===== config.mk =====
export PLATFORM = sky130hd
export DESIGN_NAME = spearman_rank_correlation
export DESIGN_NICKNAME = d
export VERILOG_FILES = /design/src/rtl/core/src_pkg.sv /design/src/rtl/core/src_div.sv /design/src/rtl/core/spearman_rank_correlation.sv
export VERILOG_INCLUDE_DIRS = /design/src /design/src/rtl/core
export SDC_FILE = /design/constraint.sdc
export NUM_CORES = 1
export LEC_CHECK = 0
export ABC_CLOCK_PERIOD_IN_PS = 10180
export BUFFER_PORTS_ARGS = -buffer_cell sky130_fd_sc_hd__buf_4
export CORE_MARGIN = 2
export CORE_UTILIZATION = 55
export CTS_CLUSTER_DIAMETER = 30
export DETAILED_ROUTE_END_ITERATION = 6
export HOLD_SLACK_MARGIN = 0.05
export PLACE_DENSITY = 0.68
export SETUP_SLACK_MARGIN = 0.15
export SYNTH_ARGS = -nofsm -noshare
export SYNTH_HDL_FRONTEND = slang
export SYNTH_SLANG_ARGS = --single-unit

===== constraint.sdc =====
create_clock -name clk_i -period 10.18 [get_ports clk_i]
set_input_delay 2.036 -clock clk_i [delete_from_list [all_inputs] [get_ports clk_i]]
set_output_delay 2.036 -clock clk_i [all_outputs]
set_load 0.005 [all_outputs]

===== src/rtl/core/spearman_rank_correlation_assert.svh =====
// assertion macros for the spearman rank correlation block
// used by spearman_rank_correlation in rtl/core, no other dependency
`ifndef SPEARMAN_RANK_CORRELATION_ASSERT_SVH
`define SPEARMAN_RANK_CORRELATION_ASSERT_SVH
`define SRC_ASSERT(lbl, clk, rstn, prop) \
  lbl: assert property (@(posedge clk) disable iff (!rstn) (prop)) \
    else $error("assertion failed");
`define SRC_ASSERT_RST(lbl, clk, prop) \
  lbl: assert property (@(posedge clk) (prop)) else $error("assertion failed");
`endif


===== src/rtl/core/src_pkg.sv =====
// types and constants for the spearman rank correlation block
// no dependencies
package src_pkg;
  localparam logic [1:0] StatusOk = 2'd0;
  localparam logic [1:0] StatusFew = 2'd1;
  localparam logic [1:0] StatusOvf = 2'd2;
  localparam int unsigned RhoOne = 16384;
  localparam int unsigned RhoScale = 24576;

  typedef struct packed {
    logic [15:0] score_a;
    logic [15:0] score_b;
    logic        last;
  } in_item_t;

  typedef struct packed {
    logic signed [15:0] rho_q14;
    logic [12:0]        sum_sq_diff_x4;
    logic [1:0]         status;
  } out_item_t;
endpackage


===== src/rtl/core/src_div.sv =====
// restoring divider, one quotient bit per cycle
// depends on nothing but its parameters
module src_div #(
  parameter int unsigned W = 48
) (
  input  logic         clk_i,
  input  logic         rst_ni,
  input  logic         start_i,
  input  logic [W-1:0] num_i,
  input  logic [W-1:0] den_i,
  output logic         done_o,
  output logic [W-1:0] quo_o
);
  localparam int unsigned CW = $clog2(W + 1);
  logic [W-1:0] rem_q, quo_q, den_q;
  logic [CW-1:0] cnt_q;
  logic busy_q, done_q;
  logic [W:0] trial;

  assign trial = {rem_q, quo_q[W-1]} - {1'b0, den_q};

  always_ff @(posedge clk_i or negedge rst_ni) begin
    if (!rst_ni) begin
      busy_q <= 1'b0;
      done_q <= 1'b0;
      cnt_q <= '0;
    end else begin
      done_q <= 1'b0;
      if (start_i) begin
        busy_q <= 1'b1;
        cnt_q <= CW'(W);
      end else if (busy_q) begin
        cnt_q <= cnt_q - 1'b1;
        if (cnt_q == CW'(1)) begin
          busy_q <= 1'b0;
          done_q <= 1'b1;
        end
      end
    end
  end

  always_ff @(posedge clk_i) begin
    if (start_i) begin
      rem_q <= '0;
      quo_q <= num_i;
      den_q <= den_i;
    end else if (busy_q) begin
      if (!trial[W]) begin
        rem_q <= trial[W-1:0];
        quo_q <= {quo_q[W-2:0], 1'b1};
      end else begin
        rem_q <= {rem_q[W-2:0], quo_q[W-1]};
        quo_q <= {quo_q[W-2:0], 1'b0};
      end
    end
  end

  assign done_o = done_q;
  assign quo_o = quo_q;
endmodule


===== src/rtl/core/spearman_rank_correlation.sv =====
// top level of the spearman rank correlation block
// depends on src_pkg, src_div and spearman_rank_correlation_assert.svh
//
// One pair of scores is taken per item when start is high and busy low.
// Pairs are stored in a score memory until an item with last set arrives;
// that item starts evaluation and busy stays high until the result.
// Loading takes one cycle per pair. Evaluation walks every pair i against
// every pair j through the memory read port, then a 48-step serial divider
// forms the rho term before the result strobe. Fewer than two pairs skip
// the walk and the divider. Pairs beyond MAX_PAIRS are dropped and flagged.
// The result is on result_o for one cycle with valid_o high; the receiver
// cannot stall, so no buffering is needed. Reset empties the store and
// clears the counters; the memory itself needs no clearing.
module spearman_rank_correlation #(
  parameter int unsigned MAX_PAIRS = 16
) (
  input  logic                  clk_i,
  input  logic                  rst_ni,
  input  logic                  start,
  output logic                  busy,
  input  src_pkg::in_item_t     item_i,
  output logic                  valid_o,
  output src_pkg::out_item_t    result_o
);
  `include "spearman_rank_correlation_assert.svh"
  localparam int unsigned AW = (MAX_PAIRS > 1) ? $clog2(MAX_PAIRS) : 1;
  localparam int unsigned CW = $clog2(MAX_PAIRS + 1);
  localparam int unsigned RW = CW + 2;
  localparam int unsigned SW = 2 * RW + CW;
  localparam int unsigned NW = 2 * CW;
  localparam int unsigned DDW = 3 * CW;
  localparam int unsigned DW = 48;

  typedef enum logic [2:0] {
    StLoad, StScan, StAcc, StDiv, StDone
  } state_e;

  state_e state_q;
  logic [15:0] mem_a [MAX_PAIRS];
  logic [15:0] mem_b [MAX_PAIRS];
  logic [15:0] rda_q, rdb_q, cur_a_q, cur_b_q;
  logic [CW-1:0] cnt_q, i_q, j_q;
  logic ovf_q, rd_ok_q, rd_first_q, acc_q;
  logic [RW-1:0] la_q, sa_q, lb_q, sb_q;
  logic [SW-1:0] s4_q;
  logic [RW-1:0] ra, rb, dif;
  logic [NW-1:0] nsq;
  logic [DDW-1:0] dd;
  logic [DW-1:0] num, den, quo;
  logic div_start, div_done;
  logic [CW-1:0] rd_idx;
  logic accept;
  logic [15:0] xs;

  assign accept = start && !busy;
  assign busy = (state_q != StLoad);

  always_comb begin
    rd_idx = j_q;
    if (j_q == cnt_q) rd_idx = rd_ok_q ? i_q + 1'b1 : i_q;
  end

  always_ff @(posedge clk_i) begin
    if (accept && cnt_q < CW'(MAX_PAIRS)) begin
      mem_a[cnt_q[AW-1:0]] <= item_i.score_a;
      mem_b[cnt_q[AW-1:0]] <= item_i.score_b;
    end
    rda_q <= mem_a[rd_idx[AW-1:0]];
    rdb_q <= mem_b[rd_idx[AW-1:0]];
  end

  assign ra = (la_q << 1) + sa_q + RW'(1);
  assign rb = (lb_q << 1) + sb_q + RW'(1);
  assign dif = (ra > rb) ? ra - rb : rb - ra;
  assign nsq = NW'(cnt_q) * NW'(cnt_q);
  assign dd = DDW'(nsq - NW'(1)) * DDW'(cnt_q);
  // 2 * rho scale is 3 << 14
  assign num = (DW'(s4_q) << 15) + (DW'(s4_q) << 14) + DW'(dd);
  assign den = DW'({dd, 1'b0});
  assign div_start = (state_q == StAcc) && (i_q == cnt_q) && !acc_q;
  assign xs = (quo > DW'(32768)) ? 16'd32768 : quo[15:0];

  src_div #(.W(DW)) u_div (
    .clk_i, .rst_ni, .start_i(div_start), .num_i(num), .den_i(den),
    .done_o(div_done), .quo_o(quo)
  );

  always_ff @(posedge clk_i or negedge rst_ni) begin
    if (!rst_ni) begin
      state_q <= StLoad;
      cnt_q <= '0;
      ovf_q <= 1'b0;
      i_q <= '0;
      j_q <= '0;
      rd_ok_q <= 1'b0;
      rd_first_q <= 1'b0;
      acc_q <= 1'b0;
      valid_o <= 1'b0;
    end else begin
      valid_o <= 1'b0;
      case (state_q)
        StLoad: begin
          if (accept) begin
            if (cnt_q < CW'(MAX_PAIRS)) cnt_q <= cnt_q + 1'b1;
            else ovf_q <= 1'b1;
            if (item_i.last) begin
              i_q <= '0;
              j_q <= CW'(MAX_PAIRS);
              state_q <= StScan;
            end
          end
        end
        StScan: begin
          j_q <= cnt_q;
          rd_ok_q <= 1'b0;
          rd_first_q <= 1'b0;
          acc_q <= 1'b0;
          if (cnt_q < CW'(2)) begin
            state_q <= StDone;
          end else begin
            state_q <= StAcc;
          end
        end
        StAcc: begin
          if (i_q != cnt_q) begin
            rd_first_q <= (j_q == cnt_q);
            rd_ok_q <= (j_q != cnt_q);
            acc_q <= rd_ok_q && (j_q == cnt_q);
            if (j_q == cnt_q) j_q <= '0;
            else j_q <= j_q + 1'b1;
            if (rd_ok_q && j_q == cnt_q) i_q <= i_q + 1'b1;
          end else begin
            acc_q <= 1'b0;
            if (!acc_q) state_q <= StDiv;
          end
        end
        StDiv: begin
          if (div_done) state_q <= StDone;
        end
        StDone: begin
          valid_o <= 1'b1;
          cnt_q <= '0;
          ovf_q <= 1'b0;
          state_q <= StLoad;
        end
        default: state_q <= StLoad;
      endcase
    end
  end

  always_ff @(posedge clk_i) begin
    if (state_q == StScan) s4_q <= '0;
    if (state_q == StAcc && acc_q) s4_q <= s4_q + SW'(dif * dif);
    if (state_q == StAcc && i_q != cnt_q) begin
      if (rd_first_q) begin
        cur_a_q <= rda_q;
        cur_b_q <= rdb_q;
        la_q <= '0; sa_q <= '0; lb_q <= '0; sb_q <= '0;
      end else if (rd_ok_q) begin
        if (rda_q < cur_a_q) la_q <= la_q + 1'b1;
        else if (rda_q == cur_a_q) sa_q <= sa_q + 1'b1;
        if (rdb_q < cur_b_q) lb_q <= lb_q + 1'b1;
        else if (rdb_q == cur_b_q) sb_q <= sb_q + 1'b1;
      end
    end
    if (state_q == StDone) begin
      if (cnt_q < CW'(2)) begin
        result_o.rho_q14 <= '0;
        result_o.sum_sq_diff_x4 <= '0;
        result_o.status <= src_pkg::StatusFew;
      end else begin
        result_o.rho_q14 <= 16'(src_pkg::RhoOne) - xs;
        result_o.sum_sq_diff_x4 <= 13'(s4_q);
        result_o.status <= ovf_q ? src_pkg::StatusOvf : src_pkg::StatusOk;
      end
    end
  end

  `SRC_ASSERT(a_busy_no_accept, clk_i, rst_ni, valid_o |-> !$past(accept))
  `SRC_ASSERT(a_cnt_cap, clk_i, rst_ni, cnt_q <= CW'(MAX_PAIRS))
  `SRC_ASSERT(a_done_valid, clk_i, rst_ni, (state_q == StDone) |=> valid_o)
endmodule


# == After elaboration in Yosys (flattened, before gate mapping) ==
# Memories as Yosys holds them, arrays and structs flattened. A register that Yosys moved wholly into a read port is not among the register bits.
# Index checks and enable logic that the tools add are counted.
# classes
addsub,20
multipliers,3
magnitude_cmp,6
n_eq_ne,22
mux,61
n_reduce_logical,33
# ops
operator,n
$mux 48,3
$mux 7,11
$mux 5,10
$sub 49x16->49,1
$gt 48x16->1 const B,1
$add 7x1->7 const B,6
$mux 19,2
$add 35x15->36,1
$add 34x33->35,1
$eq 16x16->1,2
$lt 16x16->1,2
$pmux 5 s2,2
$reduce_bool 2->1,10
$add 19x14->19,1
$mux 3,6
$ne 2x2->1 const B,9
$mux 16,1
$sub 15x16->16 const A,1
$add 5x1->5 const B,3
$mul 11x6->15,1
$mux 1,15
$pmux 5 s3,1
$add 7x7->7,2
$mul 7x7->14,1
other kinds (27),52
# word_totals
regBits,252
ramBits,512
in_bits,36
output_inout_bits,33
word_cells,172
mem_count,2
# memory_table
memory,words,width,read_ports,rd_clocked_by_memory_dff,write_ports,line,text
mem_a,16,16,1,1,1,spearman_rank_correlation.sv:39,logic [15:0] mem_a [MAX_PAIRS];
mem_b,16,16,1,1,1,spearman_rank_correlation.sv:40,logic [15:0] mem_b [MAX_PAIRS];

# == Longest topological paths before layout ==
# depth
depth_word,7
depth_mapped,41
depth_no_buf,40

# == Hierarchy ==
# Synthesis repeated with hierarchy kept, for this count alone.
# unflattened
hier_cells,3659
hier_area_um2,42648.4
# by_module_without_submodules
mod,instances,cells_each,area_each_um2,seq_area_each_um2
spearman_rank_correlation,1,2800,33793.7,19834.0
src_div,1,859,8854.7,4043.9

# == Worst setup path before layout ==
# No wires, ideal clock.
# synth_timing
path_type,register to register
from,register cnt_q[0]
to,"register u_div.quo_q[33] (netlist: u_div.quo_o[33]), data pin"
setup_ns,0.265
arrival_time_ns,8.778
t_required_ns,9.915
path_slack_ns,1.137
path_stages_with_launch,39
path_buffers,2
period_less_slack_ns,9.043
path_cell_list,dfrtp_1 -> clkbuf_1 -> clkbuf_1 -> nand2_1 -> ha_1 -> inv_1 -> ha_1 -> a21o_1 -> fa_1 -> ha_1 -> o21ai_0 -> nand2b_1 -> a21o_1 -> a2111oi_0 -> nor3_1 -> xnor2_1 -> nor2_1 -> fa_1 -> [3 not listed] -> inv_1 -> ha_1 -> a21oi_1 -> o21ai_0 -> a21oi_1 -> o21bai_1 -> a21oi_1 -> xor2_1 -> ha_1 -> a211oi_1 -> o21bai_1 -> a2111oi_0 -> o31ai_1 -> and4_1 -> a2111oi_1 -> a21oi_1 -> xnor2_1 -> o21ai_1
# synth_via
elab_chain_cells,5
elab_cells_between_ends,8
classes_between,2 x add/sub; 2 x mul; 1 x eq/ne; 1 x mux; 2 x reduce/logical
# synth_lines
element,line,text
"start, declared",spearman_rank_correlation.sv:42,"logic [CW-1:0] cnt_q, i_q, j_q;"
"start signal, assigned",spearman_rank_correlation.sv:104,if (cnt_q < CW'(MAX_PAIRS)) cnt_q <= cnt_q + 1'b1;
$mul 5x5->10,spearman_rank_correlation.sv:75,assign nsq = NW'(cnt_q) * NW'(cnt_q);
$sub 10x1->11,spearman_rank_correlation.sv:76,assign dd = DDW'(nsq - NW'(1)) * DDW'(cnt_q);
$mul 11x6->15 *,spearman_rank_correlation.sv:76,
via dd[14],spearman_rank_correlation.sv:48,logic [DDW-1:0] dd;
$add 35x15->36 *,spearman_rank_correlation.sv:78,assign num = (DW'(s4_q) << 15) + (DW'(s4_q) << 14) + DW'(dd);
$mux 48 *,src_div.sv:43,if (start_i) begin
"end signal, assigned",src_div.sv:45,quo_q <= num_i;
"end signal, assigned",src_div.sv:50,"quo_q <= {quo_q[W-2:0], 1'b1};"
"end signal, assigned",src_div.sv:53,"quo_q <= {quo_q[W-2:0], 1'b0};"
"end, declared",src_div.sv:15,"logic [W-1:0] rem_q, quo_q, den_q;"
# Mark *: on every way through the listed nets, which the timed path passes. The rest lies on a longest branch.
# A chain may end at the register's enable or synchronous reset.

# == Worst setup path in the final report ==
# layout_timing
from,register cnt_q[3]
to,"register u_div.quo_q[33] (netlist: u_div.quo_o[33]), data pin"
# The elaborated chain is that of the path after synthesis.

==> impl_metrics.json <==
{
  "synth-seq-area-share": 0.597,
  "synthTopCellsByArea": "edfxtp_1 (53%), mux4_2 (7.5%), ha_1 (5.8%)",
  "die_h_um": 268,
  "drtAntennaViolNets": 0,
  "avgViaCountPerCell": 5.70,
  "skew_ns": 0.0687,
  "rsz0062_at_grt": "false",
  "p_switching_mw": 1.73,
  "reg2reg_from": "cnt_q[3]",
  "insertion_delay_ns": 0.75,
  "p_clk_frac": 0.587,
  "reg2reg_to": "u_div.quo_o[33]",
  "clk_pin_slew_ns": 0.04,
  "synth_top_area_frac": 0.535,
  "route.detailed.drc": 0,
  "p_int_mw": 6.89,
  "timing_hold_violations_final": 0,
  "r2r_slack_ns": 0.91,
  "fillerInstances": 4882,
  "area_growth_pct": 18.1,
  "synth_ff_type": "edfxtp_1",
  "cts_buffers": 154,
  "grt_usage": 0.233,
  "die_w_um": 268,
  "placed_area_sq_um": 39900,
  "grt_first_pass_wirelength_um": 128000,
  "seqCellArea_sq_um": 22900,
  "ys_ff_latch": 793,
  "fin_tns_setup_ns": 0,
  "r2r_cells": 35,
  "path_class": "reg2reg",
  "yosysTopAreaCell": "edfxtp_1",
  "grt_pass1_vias": 23188,
  "async_flop_share": 0.0391,
  "netlist_instances": 2747,
  "route.vias.total": 22579,
  "wl_met3_um": 4260,
  "highest_layer": "met5",
  "max-vdd-ir-drop_v": 0.000153,
  "min-delay-start": "rda_q[2]",
  "max_freq_ghz": 0.108,
  "synth_edf_count": 682,
  "worst_slew_pin_slew_ns": 1.13,
  "drv_slew": 0,
  "p_seq_frac": 0.409,
  "fin_crit_sh": 0.911,
  "setup_viol": 0,
  "critPathMaxStageDelay_ns": 0.52,
  "dieArea_sq_um": 71700,
  "crit_start": "cnt_q[3]",
  "gp_congestion": 0.855,
  "wl_per_cell_um": 20.5,
  "rows": 96,
  "combinationalPowerShare": 0.005,
  "cp-end-kind": "flop",
  "clockBufferDepth": 3,
  "cts_root_buffer": "clkbuf_16",
  "port_buffers": 68,
  "antenna_found_initial": 3,
  "power_density_nw_per_um2": 191,
  "coreArea_sq_um": 68700,
  "drtIter0Drc": 1734,
  "final_cell_area_sq_um": 45200,
  "drive_above_1_share": 0.176,
  "hp-class": "reg2reg",
  "nets": 3177,
  "start_kind": "flop",
  "wirelength_um": 81400,
  "htreeDepth": 4,
  "cts_tree": "done",
  "p_leak_nw": 17.3,
  "worstPathArrival_ns": 9.73,
  "grt_max_degree": 129,
  "drt_pre_antenna_iters": 5,
  "yosys_warnings": 0,
  "synth.distinct_cells": 82,
  "gr-total-overflow": 0,
  "switching_share": 0.200,
  "cts.hold.buffers_added": 0,
  "drv_cap": 0,
  "crit_fanout": 13,
  "post-route-min-period_ns": 9.27,
  "slew-limit-headroom": 0.244,
  "multi_input_area_sq_um": 14400,
  "synth_area_sq_um": 38300,
  "synth_nets": 3024,
  "cts_sinks": 793,
  "critPathSlowestCell": "dfrtp_2",
  "hpwl_um": 46500,
  "wl_met1_um": 34400,
  "worstPathRequired_ns": 10.64,
  "ios": 69,
  "status": "finished, final reports clean",
  "initial_utilization": 0.557,
  "avgSynthCellArea_sq_um": 13.9,
  "crit_end": "u_div.quo_o[33]",
  "met2_length_um": 40700
}
[cell type report]
| class | count | share of cell area |
|---|---|---|
| flip-flops and latches | 793 | 0.506 |
| multi-input cells | 1660 | 0.318 |
| clock buffers | 195 | 0.0909 |
| clock inverters | 90 | 0.0262 |
| well taps | 931 | 0.0258 |
| repair buffers | 103 | 0.0177 |
| inverters | 188 | 0.0157 |
| diodes | 1 | 0.0000553 |
[cells in the mapped netlist (all sizes together), types with 13 or more instances]
cell / n
edfxtp: 682
inv: 185
ha: 177
nor2: 169
a21oi: 157
nand2: 155
mux4: 128
o21ai: 118
xnor2: 93
dfxtp: 80
xor2: 68
clkbuf: 64
fa: 64
nor2b: 62
and2: 53
mux2i: 50
a21o: 45
buf: 42
a211oi: 38
nor3: 36
nand3: 34
dfrtp: 31
nor4: 25
nand2b: 24
and3: 16
o21bai: 16
a31oi: 15
o21a: 13
or3: 13
[power groups by stage]
stage / registers (mW) / logic, mW / clock network, mW
2_1_floorplan: 3.58 / 0.000306 / 0
3_3_place_gp: 3.58 / 0.0351 / 0
3_5_place_dp: 3.58 / 0.0390 / 0
4_1_cts: 3.52 / 0.0390 / 5.13
5_1_grt: 3.52 / 0.0433 / 5.29
6_report: 3.52 / 0.0389 / 5.06
[critical path, delay by kind of cell (launching register included)]
family	cells	cell delay, ns
AOI/OAI and AO/OA	16	3.42
xor gates and xnor gates	3	0.44
adders and majority gates	8	3.08
buffers and inverters	3	0.41
DFF	1	0.52
and+or+nand+nor	5	1.14
[per-stage QoR]
step / power (mW) / hold slack (ns) / util / setup WS, ns / std cells
5_1_grt: 8.85 / 0.454 / 0.658 / 0.179 / 3961
6_report: 8.62 / 0.435 / 0.658 / 0.907 / 3961
3_5_place_dp: 3.62 / 0.426 / 0.581 / 0.429 / 3672
3_3_place_gp: 3.62 / 0.420 / 0.581 / 0.712 / 3672
2_1_floorplan: 3.58 / 0.408 / - / 1.14 / 2747
4_1_cts: 8.69 / 0.437 / 0.658 / 0.414 / 3957
[how the worst min path moves through the flow]
stage          cells past startpoint  slack, ns     endpoint
2_1_floorplan                      0       0.41   cur_a_q[0]
3_3_place_gp                       0       0.42  cur_a_q[15]
3_5_place_dp                       0       0.43  cur_b_q[13]
4_1_cts                            0       0.44   cur_a_q[7]
5_1_grt                            0       0.45   cur_a_q[2]
6_report                           0       0.44   cur_a_q[2]
[flip-flops by register name, indices dropped and copies added, names as in the netlist, 3 cells and up]
name         flops
la_q             6
rda_q           16
i_q              5
state_q          3
u_div.den_q     14
u_div.quo_o     48
cnt_q            5
mem_a          256
cur_a_q         16
s4_q            19
lb_q             6
mem_b          256
j_q              5
sb_q             7
u_div.cnt_q      6
sa_q             7
result_o        31
u_div.rem_q     48
cur_b_q         16
rdb_q           16
[per-layer routing]
metal / up-vias / GRT usage
met2: 598 / 0.397
li1: 10540 / -
met3: 138 / 0.0411
met4: 4 / 0.0930
met5: - / 0
met1: 11299 / 0.299
[placed cells by master, fill, tap and decap left out, types with 13 or more instances in the layout]
cell | synthesis | routed
a211oi_1 | 38 | 38
a21o_1 | 45 | 45
a21oi_1 | 157 | 157
a31oi_1 | 14 | 14
and2_1 | 53 | 51
and3_1 | 16 | 15
buf_4 | 8 | 101
bufinv_16 | 0 | 19
clkbuf_1 | 64 | 32
clkbuf_16 | 0 | 155
clkinv_1 | 3 | 18
clkinv_2 | 0 | 20
clkinvlp_4 | 0 | 14
dfrtp_1 | 31 | 29
dfxtp_1 | 80 | 80
edfxtp_1 | 682 | 682
fa_1 | 64 | 64
ha_1 | 177 | 177
inv_1 | 185 | 183
mux2i_1 | 50 | 50
mux4_2 | 128 | 128
nand2_1 | 155 | 154
nand2b_1 | 24 | 24
nand3_1 | 34 | 34
nor2_1 | 169 | 158
nor2b_1 | 62 | 62
nor3_1 | 35 | 30
nor4_1 | 23 | 23
o21a_1 | 13 | 13
o21ai_0 | 114 | 113
o21bai_1 | 16 | 16
xnor2_1 | 91 | 91
xor2_1 | 68 | 68
[timing repair]
action                                  4_1_cts  5_1_grt
setup buffers                                 0        3
endpoints found under the setup margin        0        2
gates resized for setup                       0        5
[logic make-up (layout without fill, tap and decap cells)]
kind of cell,after synthesis,after routing,share of synthesized area
compound gates,438,438,0.0689
xor+xnor,161,161,0.0375
fa+ha+maj,241,241,0.0913
buf+inv,294,576,0.0312
flops,793,793,0.597
mux,185,185,0.0904
other cells,0,1,0
simple gates,635,635,0.0835
(Power assumes the default switching activity.)
